**src/rtl/tmcl_pkg.sv**
```systemverilog
// Shared types and constants for the texture mip chain layout block.
// No dependencies; used by every module under rtl/.
package tmcl_pkg;

  localparam int MAX_MIPS  = 15;
  localparam int ADDR_BITS = 48;
  localparam int LVL_W     = 4;

  // register indexes on the configuration port
  localparam logic [2:0] REG_BASE_WIDTH  = 3'd0;
  localparam logic [2:0] REG_BASE_HEIGHT = 3'd1;
  localparam logic [2:0] REG_BASE_DEPTH  = 3'd2;
  localparam logic [2:0] REG_MIP_COUNT   = 3'd3;
  localparam logic [2:0] REG_FORMAT_KIND = 3'd4;
  localparam logic [2:0] REG_BPP         = 3'd5;
  localparam logic [2:0] REG_SIZE_LIMIT  = 3'd6;

  // format classes
  localparam logic [1:0] FMT_PLAIN   = 2'd0;
  localparam logic [1:0] FMT_BLOCK8  = 2'd1;
  localparam logic [1:0] FMT_BLOCK16 = 2'd2;
  localparam logic [1:0] FMT_PACKED  = 2'd3;

  typedef struct packed {
    logic [14:0] base_width;
    logic [14:0] base_height;
    logic [11:0] base_depth;
    logic [3:0]  mip_count;
    logic [1:0]  format_kind;
    logic [7:0]  bits_per_pixel;
    logic [14:0] size_limit;
  } cfg_t;

  // controller to datapath
  typedef struct packed {
    logic start;  // item accepted: load extents, maybe restart
    logic mul;    // width times bits per pixel
    logic pitch;  // row bytes, rows, keep decision
    logic slice;  // slice pitch
    logic adv;    // address advance
    logic emit;   // load result register, step to next level
  } cmd_t;

  // datapath to controller
  typedef struct packed {
    logic out_free;
    logic last_level;
  } stat_t;

  typedef struct packed {
    logic [11:0]          top_depth;
    logic [14:0]          top_height;
    logic [14:0]          top_width;
    logic [14:0]          skip_count;
    logic [31:0]          slice_pitch;
    logic [18:0]          row_pitch;
    logic [47:0]          data_address;
    logic [LVL_W-1:0]     mip_level;
  } res_t;

endpackage

```
**src/rtl/texture_mip_chain_layout_top.sv**
```systemverilog
// Top level of the texture mip chain layout block.
// Depends on tmcl_pkg, tmcl_cfg, tmcl_ctrl and tmcl_dp.
//
//   channel  | dir | handshake          | payload
//   ---------+-----+--------------------+--------------------------------------
//   slice in | in  | s_tvalid/s_tready  | s_tdata base_address, s_tuser restart
//   level out| out | m_tvalid/m_tready  | m_tdata layout, m_tuser kept, m_tlast
//   config   | in  | psel/penable/pwrite| paddr, pwdata, prdata, pready
//
// Each level passes through five sequencer steps (multiply by bits per pixel,
// pitch, slice multiply, address-advance multiply, result load); the next item
// is accepted only once the final level's result load has returned it to idle.
// Reset is synchronous; it clears the sequencer, running address, skip count
// and top-level extents, and returns the registers to their defaults.
// A stalled m_tready holds the sequencer at the result load; the next item
// may be accepted while the final level still waits in the result register.
module texture_mip_chain_layout_top (
  input  logic         clk,
  input  logic         rst,
  input  logic         s_tvalid,
  output logic         s_tready,
  input  logic [47:0]  s_tdata,  // [47:0] base_address
  input  logic         s_tuser,  // [0] restart
  output logic         m_tvalid,
  input  logic         m_tready,
  // [3:0] mip_level, [51:4] data_address, [70:52] row_pitch,
  // [102:71] slice_pitch, [117:103] skip_count, [132:118] top_width,
  // [147:133] top_height, [159:148] top_depth
  output logic [159:0] m_tdata,
  output logic         m_tuser,  // [0] kept
  output logic         m_tlast,
  input  logic         psel,
  input  logic         penable,
  input  logic         pwrite,
  input  logic [4:0]   paddr,
  input  logic [31:0]  pwdata,
  output logic [31:0]  prdata,
  output logic         pready
);

  tmcl_pkg::cfg_t  cfg;
  tmcl_pkg::cmd_t  cmd;
  tmcl_pkg::stat_t stat;
  tmcl_pkg::res_t  res;

  tmcl_cfg u_cfg (
    .clk     (clk),
    .rst     (rst),
    .psel    (psel),
    .penable (penable),
    .pwrite  (pwrite),
    .paddr   (paddr),
    .pwdata  (pwdata),
    .prdata  (prdata),
    .pready  (pready),
    .cfg     (cfg)
  );

  tmcl_ctrl u_ctrl (
    .clk      (clk),
    .rst      (rst),
    .in_valid (s_tvalid),
    .in_ready (s_tready),
    .stat     (stat),
    .cmd      (cmd)
  );

  tmcl_dp u_dp (
    .clk          (clk),
    .rst          (rst),
    .cfg          (cfg),
    .cmd          (cmd),
    .stat         (stat),
    .restart      (s_tuser),
    .base_address (s_tdata),
    .out_valid    (m_tvalid),
    .out_ready    (m_tready),
    .res          (res),
    .res_kept     (m_tuser),
    .res_last     (m_tlast)
  );

  assign m_tdata = res;

  // an accepted item occupies the sequencer for at least one level
  a_busy_after_accept: assert property (@(posedge clk) disable iff (rst)
    s_tvalid && s_tready |=> !s_tready)
    else $error("input accepted again straight after an item");

  // no new item while a non-final level of the current one is on the output
  a_no_accept_mid_slice: assert property (@(posedge clk) disable iff (rst)
    m_tvalid && !m_tlast |-> !s_tready)
    else $error("input ready while a slice is still being laid out");

  // a result load only happens when the result register is free
  a_emit_when_free: assert property (@(posedge clk) disable iff (rst)
    cmd.emit |-> stat.out_free)
    else $error("result register overwritten");

endmodule

```
**src/rtl/tmcl_cfg.sv**
```systemverilog
// Configuration register file on the APB-style port.
// Depends on tmcl_pkg.
module tmcl_cfg (
  input  logic             clk,
  input  logic             rst,
  input  logic             psel,
  input  logic             penable,
  input  logic             pwrite,
  input  logic [4:0]       paddr,
  input  logic [31:0]      pwdata,
  output logic [31:0]      prdata,
  output logic             pready,
  output tmcl_pkg::cfg_t   cfg
);

  logic [2:0] idx;
  logic       wr;

  assign pready = 1'b1;
  assign idx    = paddr[4:2];
  assign wr     = psel && penable && pwrite && pready;

  always_ff @(posedge clk) begin
    if (rst) begin
      cfg.base_width     <= 15'd1;
      cfg.base_height    <= 15'd1;
      cfg.base_depth     <= 12'd1;
      cfg.mip_count      <= 4'd1;
      cfg.format_kind    <= tmcl_pkg::FMT_PLAIN;
      cfg.bits_per_pixel <= 8'd32;
      cfg.size_limit     <= 15'd0;
    end else if (wr) begin
      unique case (idx)
        tmcl_pkg::REG_BASE_WIDTH:  cfg.base_width     <= pwdata[14:0];
        tmcl_pkg::REG_BASE_HEIGHT: cfg.base_height    <= pwdata[14:0];
        tmcl_pkg::REG_BASE_DEPTH:  cfg.base_depth     <= pwdata[11:0];
        tmcl_pkg::REG_MIP_COUNT:   cfg.mip_count      <= pwdata[3:0];
        tmcl_pkg::REG_FORMAT_KIND: cfg.format_kind    <= pwdata[1:0];
        tmcl_pkg::REG_BPP:         cfg.bits_per_pixel <= pwdata[7:0];
        tmcl_pkg::REG_SIZE_LIMIT:  cfg.size_limit     <= pwdata[14:0];
        default: ;
      endcase
    end
  end

  always_comb begin
    unique case (idx)
      tmcl_pkg::REG_BASE_WIDTH:  prdata = {17'd0, cfg.base_width};
      tmcl_pkg::REG_BASE_HEIGHT: prdata = {17'd0, cfg.base_height};
      tmcl_pkg::REG_BASE_DEPTH:  prdata = {20'd0, cfg.base_depth};
      tmcl_pkg::REG_MIP_COUNT:   prdata = {28'd0, cfg.mip_count};
      tmcl_pkg::REG_FORMAT_KIND: prdata = {30'd0, cfg.format_kind};
      tmcl_pkg::REG_BPP:         prdata = {24'd0, cfg.bits_per_pixel};
      tmcl_pkg::REG_SIZE_LIMIT:  prdata = {17'd0, cfg.size_limit};
      default:                   prdata = 32'd0;
    endcase
  end

endmodule

```
**src/rtl/tmcl_ctrl.sv**
```systemverilog
// Level sequencer: steps each mip level through the datapath stages.
// Depends on tmcl_pkg.
module tmcl_ctrl (
  input  logic            clk,
  input  logic            rst,
  input  logic            in_valid,
  output logic            in_ready,
  input  tmcl_pkg::stat_t stat,
  output tmcl_pkg::cmd_t  cmd
);

  localparam logic [2:0] ST_IDLE  = 3'd0;
  localparam logic [2:0] ST_MUL   = 3'd1;
  localparam logic [2:0] ST_PITCH = 3'd2;
  localparam logic [2:0] ST_SLICE = 3'd3;
  localparam logic [2:0] ST_ADV   = 3'd4;
  localparam logic [2:0] ST_EMIT  = 3'd5;

  logic [2:0] state;
  logic [2:0] state_next;

  assign in_ready = (state == ST_IDLE);

  always_comb begin
    cmd        = '0;
    state_next = state;
    unique case (state)
      ST_IDLE: begin
        if (in_valid) begin
          cmd.start  = 1'b1;
          state_next = ST_MUL;
        end
      end
      ST_MUL: begin
        cmd.mul    = 1'b1;
        state_next = ST_PITCH;
      end
      ST_PITCH: begin
        cmd.pitch  = 1'b1;
        state_next = ST_SLICE;
      end
      ST_SLICE: begin
        cmd.slice  = 1'b1;
        state_next = ST_ADV;
      end
      ST_ADV: begin
        cmd.adv    = 1'b1;
        state_next = ST_EMIT;
      end
      ST_EMIT: begin
        // hold here until the result register can take the level
        if (stat.out_free) begin
          cmd.emit   = 1'b1;
          state_next = stat.last_level ? ST_IDLE : ST_MUL;
        end
      end
      default: state_next = ST_IDLE;
    endcase
  end

  always_ff @(posedge clk) begin
    if (rst) begin
      state <= ST_IDLE;
    end else begin
      state <= state_next;
    end
  end

endmodule

```
**src/rtl/tmcl_dp.sv**
```systemverilog
// Datapath: extents, pitch arithmetic, running address, skip and top-level
// tracking, and the result register. Depends on tmcl_pkg.
module tmcl_dp (
  input  logic            clk,
  input  logic            rst,
  input  tmcl_pkg::cfg_t  cfg,
  input  tmcl_pkg::cmd_t  cmd,
  output tmcl_pkg::stat_t stat,
  input  logic            restart,
  input  logic [47:0]     base_address,
  output logic            out_valid,
  input  logic            out_ready,
  output tmcl_pkg::res_t  res,
  output logic            res_kept,
  output logic            res_last
);

  localparam int LW = tmcl_pkg::LVL_W;

  // level state
  logic [14:0] w, h;
  logic [11:0] d;
  logic [LW-1:0] level, count;

  // per-level stage registers
  logic [22:0] bpp_prod;
  logic [19:0] rb;
  logic [14:0] rows;
  logic        keep;
  logic [34:0] bytes;
  logic [46:0] advance;

  // state kept across items
  logic [tmcl_pkg::ADDR_BITS-1:0] run_addr;
  logic [14:0] skipped;
  logic [14:0] first_w, first_h;
  logic [11:0] first_d;
  logic        first_found;

  // pitch stage logic
  logic [15:0] w_p3, h_p3, w_p1;
  logic [23:0] plain_sum;
  logic [19:0] rb_c;
  logic [14:0] rows_c;
  logic        keep_c;
  logic [LW-1:0] count_c;

  // emit stage logic
  logic [14:0] skipped_new, first_w_new, first_h_new;
  logic [11:0] first_d_new;
  logic        first_found_new;

  assign w_p3      = {1'b0, w} + 16'd3;
  assign h_p3      = {1'b0, h} + 16'd3;
  assign w_p1      = {1'b0, w} + 16'd1;
  assign plain_sum = {1'b0, bpp_prod} + 24'd7;

  always_comb begin
    unique case (cfg.format_kind)
      tmcl_pkg::FMT_BLOCK8: begin
        rb_c   = {3'd0, w_p3[15:2], 3'd0};
        rows_c = {1'b0, h_p3[15:2]};
      end
      tmcl_pkg::FMT_BLOCK16: begin
        rb_c   = {2'd0, w_p3[15:2], 4'd0};
        rows_c = {1'b0, h_p3[15:2]};
      end
      tmcl_pkg::FMT_PACKED: begin
        rb_c   = {3'd0, w_p1[15:1], 2'd0};
        rows_c = h;
      end
      default: begin
        rb_c   = plain_sum[22:3];
        rows_c = h;
      end
    endcase
  end

  assign keep_c = (count <= LW'(1)) || (cfg.size_limit == 15'd0) ||
                  ((w <= cfg.size_limit) && (h <= cfg.size_limit) &&
                   ({3'd0, d} <= cfg.size_limit));

  // zero means one level, anything above the limit is clamped
  always_comb begin
    priority if (cfg.mip_count == 4'd0) begin
      count_c = LW'(1);
    end else if ({1'b0, cfg.mip_count} > 5'(tmcl_pkg::MAX_MIPS)) begin
      count_c = LW'(tmcl_pkg::MAX_MIPS);
    end else begin
      count_c = LW'(cfg.mip_count);
    end
  end

  always_comb begin
    skipped_new     = skipped;
    first_w_new     = first_w;
    first_h_new     = first_h;
    first_d_new     = first_d;
    first_found_new = first_found;
    if (keep) begin
      if (!first_found) begin
        first_found_new = 1'b1;
        first_w_new     = w;
        first_h_new     = h;
        first_d_new     = d;
      end
    end else if (skipped != 15'h7FFF) begin
      skipped_new = skipped + 15'd1;
    end
  end

  assign stat.out_free   = !out_valid || out_ready;
  assign stat.last_level = (level == count - LW'(1));

  always_ff @(posedge clk) begin
    if (cmd.start) begin
      w     <= cfg.base_width;
      h     <= cfg.base_height;
      d     <= cfg.base_depth;
      level <= '0;
      count <= count_c;
    end else if (cmd.emit) begin
      w     <= (w[14:1] == 14'd0) ? 15'd1 : {1'b0, w[14:1]};
      h     <= (h[14:1] == 14'd0) ? 15'd1 : {1'b0, h[14:1]};
      d     <= (d[11:1] == 11'd0) ? 12'd1 : {1'b0, d[11:1]};
      level <= level + LW'(1);
    end
    if (cmd.mul) begin
      bpp_prod <= 23'(w) * 23'(cfg.bits_per_pixel);
    end
    if (cmd.pitch) begin
      rb   <= rb_c;
      rows <= rows_c;
      keep <= keep_c;
    end
    if (cmd.slice) begin
      bytes <= 35'(rb) * 35'(rows);
    end
    if (cmd.adv) begin
      advance <= 47'(bytes) * 47'(d);
    end
    if (cmd.emit) begin
      res.mip_level    <= level;
      res.data_address <= run_addr[47:0];
      res.row_pitch    <= rb[18:0];
      res.slice_pitch  <= bytes[31:0];
      res.skip_count   <= skipped_new;
      res.top_width    <= first_w_new;
      res.top_height   <= first_h_new;
      res.top_depth    <= first_d_new;
      res_kept         <= keep;
      res_last         <= stat.last_level;
    end
  end

  always_ff @(posedge clk) begin
    if (rst) begin
      run_addr    <= '0;
      skipped     <= '0;
      first_w     <= '0;
      first_h     <= '0;
      first_d     <= '0;
      first_found <= 1'b0;
      out_valid   <= 1'b0;
    end else begin
      if (cmd.start && restart) begin
        run_addr    <= tmcl_pkg::ADDR_BITS'(base_address);
        skipped     <= '0;
        first_w     <= '0;
        first_h     <= '0;
        first_d     <= '0;
        first_found <= 1'b0;
      end else if (cmd.emit) begin
        run_addr    <= run_addr + tmcl_pkg::ADDR_BITS'(advance);
        skipped     <= skipped_new;
        first_w     <= first_w_new;
        first_h     <= first_h_new;
        first_d     <= first_d_new;
        first_found <= first_found_new;
      end
      if (cmd.emit) begin
        out_valid <= 1'b1;
      end else if (out_ready) begin
        out_valid <= 1'b0;
      end
    end
  end

endmodule
```
**config.mk**
```make
export PLATFORM = sky130hd
export DESIGN_NAME = texture_mip_chain_layout_top
export DESIGN_NICKNAME = d
export VERILOG_FILES = /design/src/rtl/tmcl_pkg.sv /design/src/rtl/texture_mip_chain_layout_top.sv /design/src/rtl/tmcl_cfg.sv /design/src/rtl/tmcl_ctrl.sv /design/src/rtl/tmcl_dp.sv
export SDC_FILE = /design/constraint.sdc
export NUM_CORES = 2
export LEC_CHECK = 0
export BUFFER_PORTS_ARGS = -buffer_cell sky130_fd_sc_hd__buf_2
export CORE_AREA = 8 8 313 346
export CTS_BUF_LIST = sky130_fd_sc_hd__clkbuf_8
export DETAILED_ROUTE_END_ITERATION = 7
export DIE_AREA = 0 0 321 354
export HOLD_SLACK_MARGIN = 0.08
export PLACE_DENSITY = 0.72
export SETUP_SLACK_MARGIN = 0.3
export SLEW_MARGIN = 10
export SYNTH_ARGS = -nofsm -noshare
export SYNTH_HDL_FRONTEND = slang
export SYNTH_SLANG_ARGS = --single-unit
```
**constraint.sdc**
```tcl
create_clock -name clk -period 8.39 [get_ports clk]
set_input_delay 1.678 -clock clk [delete_from_list [all_inputs] [get_ports clk]]
set_output_delay 1.678 -clock clk [all_outputs]
set_load 0.02 [all_outputs]
```
==> run_results.csv <==
group,metric,value,unit
clock_network,hold_buffers,0,
cells_and_area,area_delta_synth_final,8.98,%
worst_setup_path,crit_fanout,20,
synth,yosysTopAreaCell,"fa_1",
clock_network,h-tree-depth,3,
synth,ys_ff_latch,534,
timing,rsz0062_at_grt,"false",
timing,hold_viol,0,
synth,synth_flop_cell,"edfxtp_1",
synth,seq_area_frac_synth,27.9,%
synth,ys_top_cells_by_area,"fa_1 (25%), edfxtp_1 (21%), ha_1 (8.0%)",
detailed_routing,dr.first_iter.drc_count,2831,
worst_setup_path,end_kind,"flip-flop",
synth,yosysMostFrequentCell,"nand2_1",
detailed_routing,num_vias,38200,
detailed_routing,wirelength,137000,um
clock_network,cts_tree,"yes",
synth,ys_top_cells_by_count,"nand2_1 (846), inv_1 (764), fa_1 (641)",
worst_setup_path,start_kind,"flip-flop",
worst_setup_path,path_class,"flip-flop to flip-flop",
outcome,status,"finished clean",
worst_setup_path,critPathSlowestCell,"edfxtp_1",
detailed_routing,drt_first_pass_iters,8,
die,row_count,124,
clock_network,clock_sinks,534,
timing,fin_crit_sh,85.0,%
synth,synth_cell_type_count,90,
timing,setup_tns,0,ns
placed_design,dp.cells,6745,
timing,slew_headroom,25.0,%
grt,grt_pass1_vias,39900,
die,die_w,321,um
synth,synth.top_cell.area_share,25.3,%
worst_setup_path,required,8.89,ns
synth,post_synth_instance_area,0.0508,mm2
die,core_area,0.103,mm2
synth,synthArstFlopShare,0,%
synth,synth.yosys.warnings,0,
clock_network,ctsResizeCount,0,
worst_setup_path,timing.critical_path.mode_cell,"fa_1",
detailed_routing,wire_per_inst,19.8,um
clock_network,cts_setup_buffers,0,
timing,maxSlewViolCount,0,
clock_network,path_clk_slew,0.06,ns
timing,min_period,7.13,ns
timing,clock.fmax,140,MHz
die,die_area,0.114,mm2
cells_and_area,final_util,53.9,%
placed_design,dp_hpwl,103000,um
synth,syn_inst,5343,
timing,setup_violations,0,
cells_and_area,fin_cells,6935,
placed_design,io_buffer_count,252,
detailed_routing,viasPerCell,5.50,
placed_design,gp_congestion,0.932,
worst_setup_path,worst_ep_arrival_time,7.63,ns
die,die_h,354,um
die,initial_core_util,49.5,%
synth,avgSynthCellArea,9.51,um2
clock_network,insertion_delay,0.77,ns
cells_and_area,fin_nets,6516,
grt,grt-ovfl-total,0,
worst_setup_path,cp_cell_sequence,"nand2_1 > fa_1 > inv_1 > fa_1 > fa_1 > fa_1 > fa_1 > inv_1 > fa_1 > inv_1 > ha_1 > a21o_1 > a21o_1 > a211oi_1 > o21ai_0 > o211ai_1 > a41oi_1 > a311o_1 > a221oi_2 > o21bai_1 > xnor2_1",
clock_network,cts_made_buffers,95,
worst_hold_path,hold_path.class,"flip-flop to flip-flop",
run,drv_cap,0,
clock_network,clock_path_buffers,3,
grt,antenna_found_initial,11,
detailed_routing,drt.antenna.violating_nets,0,
cells_and_area,drive_above_1_share,10.3,%
worst_setup_path,max_stage_delay,0.93,ns
grt,grt_util_all_layers,23.9,%
grt,grt_pass1_wl,216000,um
synth,synth-edff-count,349,
die,io_pins,290,
clock_network,root_buffer,"clkbuf_8",
grt,grt_max_degree,134,
timing,clock_skew,0.0700,ns
timing,tightest_slew,1.12,ns
detailed_routing,drc_errors,0,
==> metrics by stage <==
step / area [um2] / setup WS (ns) / hold slack [ns]
after global routing: 55300 / 0.884 / 0.486
after detailed placement: 53100 / 1.24 / 0.459
final: 55400 / 1.26 / 0.473
after CTS: 55300 / 1.25 / 0.472
after floorplan: 50900 / 0.905 / 0.430
after global placement: 53100 / 1.33 / 0.437
==> cell usage in the layout, fill, tap and decap left out, types with 102 or more instances in the layout <==
cell,n
nand2_1,845
inv_1,790
fa_1,641
edfxtp_1,349
and2_1,343
ha_1,326
nor2_1,267
buf_2,251
a21oi_1,231
dfxtp_1,185
xnor2_1,121
clkbuf_8,110
o21ai_0,102
==> worst max-delay path: cells and delay by family, from the launching register on <==
family          cells  cell delay, ns
xor+xnor            1            0.13
flops               1            0.93
fa+ha+maj           7            3.52
compound gates      9            1.94
buf+inv             3            0.15
simple gates        1            0.18
==> per-layer routing <==
metal | wire [um] | vias up | share of wire [%] | track usage, %
met2 | 68500 | 1343 | 50 | 41.6
li1 | - | 17400 | - | -
met1 | 53500 | 19000 | 39 | 28.9
met5 | 36 | - | 0.026 | 0
met4 | 6290 | 2 | 4.6 | 11.2
met3 | 8670 | 334 | 6.3 | 3.80
==> sequential cells by signal, indices dropped and copies added, names as in the netlist, 4 cells and up <==
register	cells
u_cfg.cfg	71
u_dp.advance	47
u_dp.bpp_prod	23
u_dp.bytes	35
u_dp.count	4
u_dp.d	12
u_dp.first_d	12
u_dp.first_h	15
u_dp.first_w	15
u_dp.h	15
u_dp.level	4
u_dp.rb	20
u_dp.res	160
u_dp.rows	15
u_dp.run_addr	48
u_dp.skipped	15
u_dp.w	15
==> final cells by class <==
type                    instances  area, um2
fillers                      9203      47400
multi-input cells            3745      32600
flip-flops and latches        534      14200
inverters                     764       2880
repair buffers                316       1760
well taps                    1386       1730
clock buffers                 110       1510
clock inverters                70        681
diodes                         10       25.0
==> worst paths after layout <==
kind / startpoint / endpoint / slack [ns] / cells past startpoint
setup / recovery: u_dp.rows[9] / u_dp.bytes[34] / 1.26 / 21
hold / removal: u_cfg.cfg[43] / u_cfg.cfg[43] / 0.47 / 2
setup reg to reg: u_dp.rows[9] / u_dp.bytes[34] / 1.26 / 21
hold reg to reg: u_cfg.cfg[43] / u_cfg.cfg[43] / 0.47 / 2
==> cell families (layout without fill, tap and decap cells) <==
family	Yosys count	count (layout)	share of synthesized area, %
compound gates	716	716	9.37
xor+xnor	186	186	3.21
fa+ha+maj	967	967	33.3
buf+inv	1080	1260	8.14
flops	534	534	27.9
mux	87	87	1.91
other cells	2	28	0.0148
simple gates	1771	1771	16.1
Power is left out: the tool's default activity adds up to more than one toggle a clock period on the data nets, which glitch-free logic cannot reach.
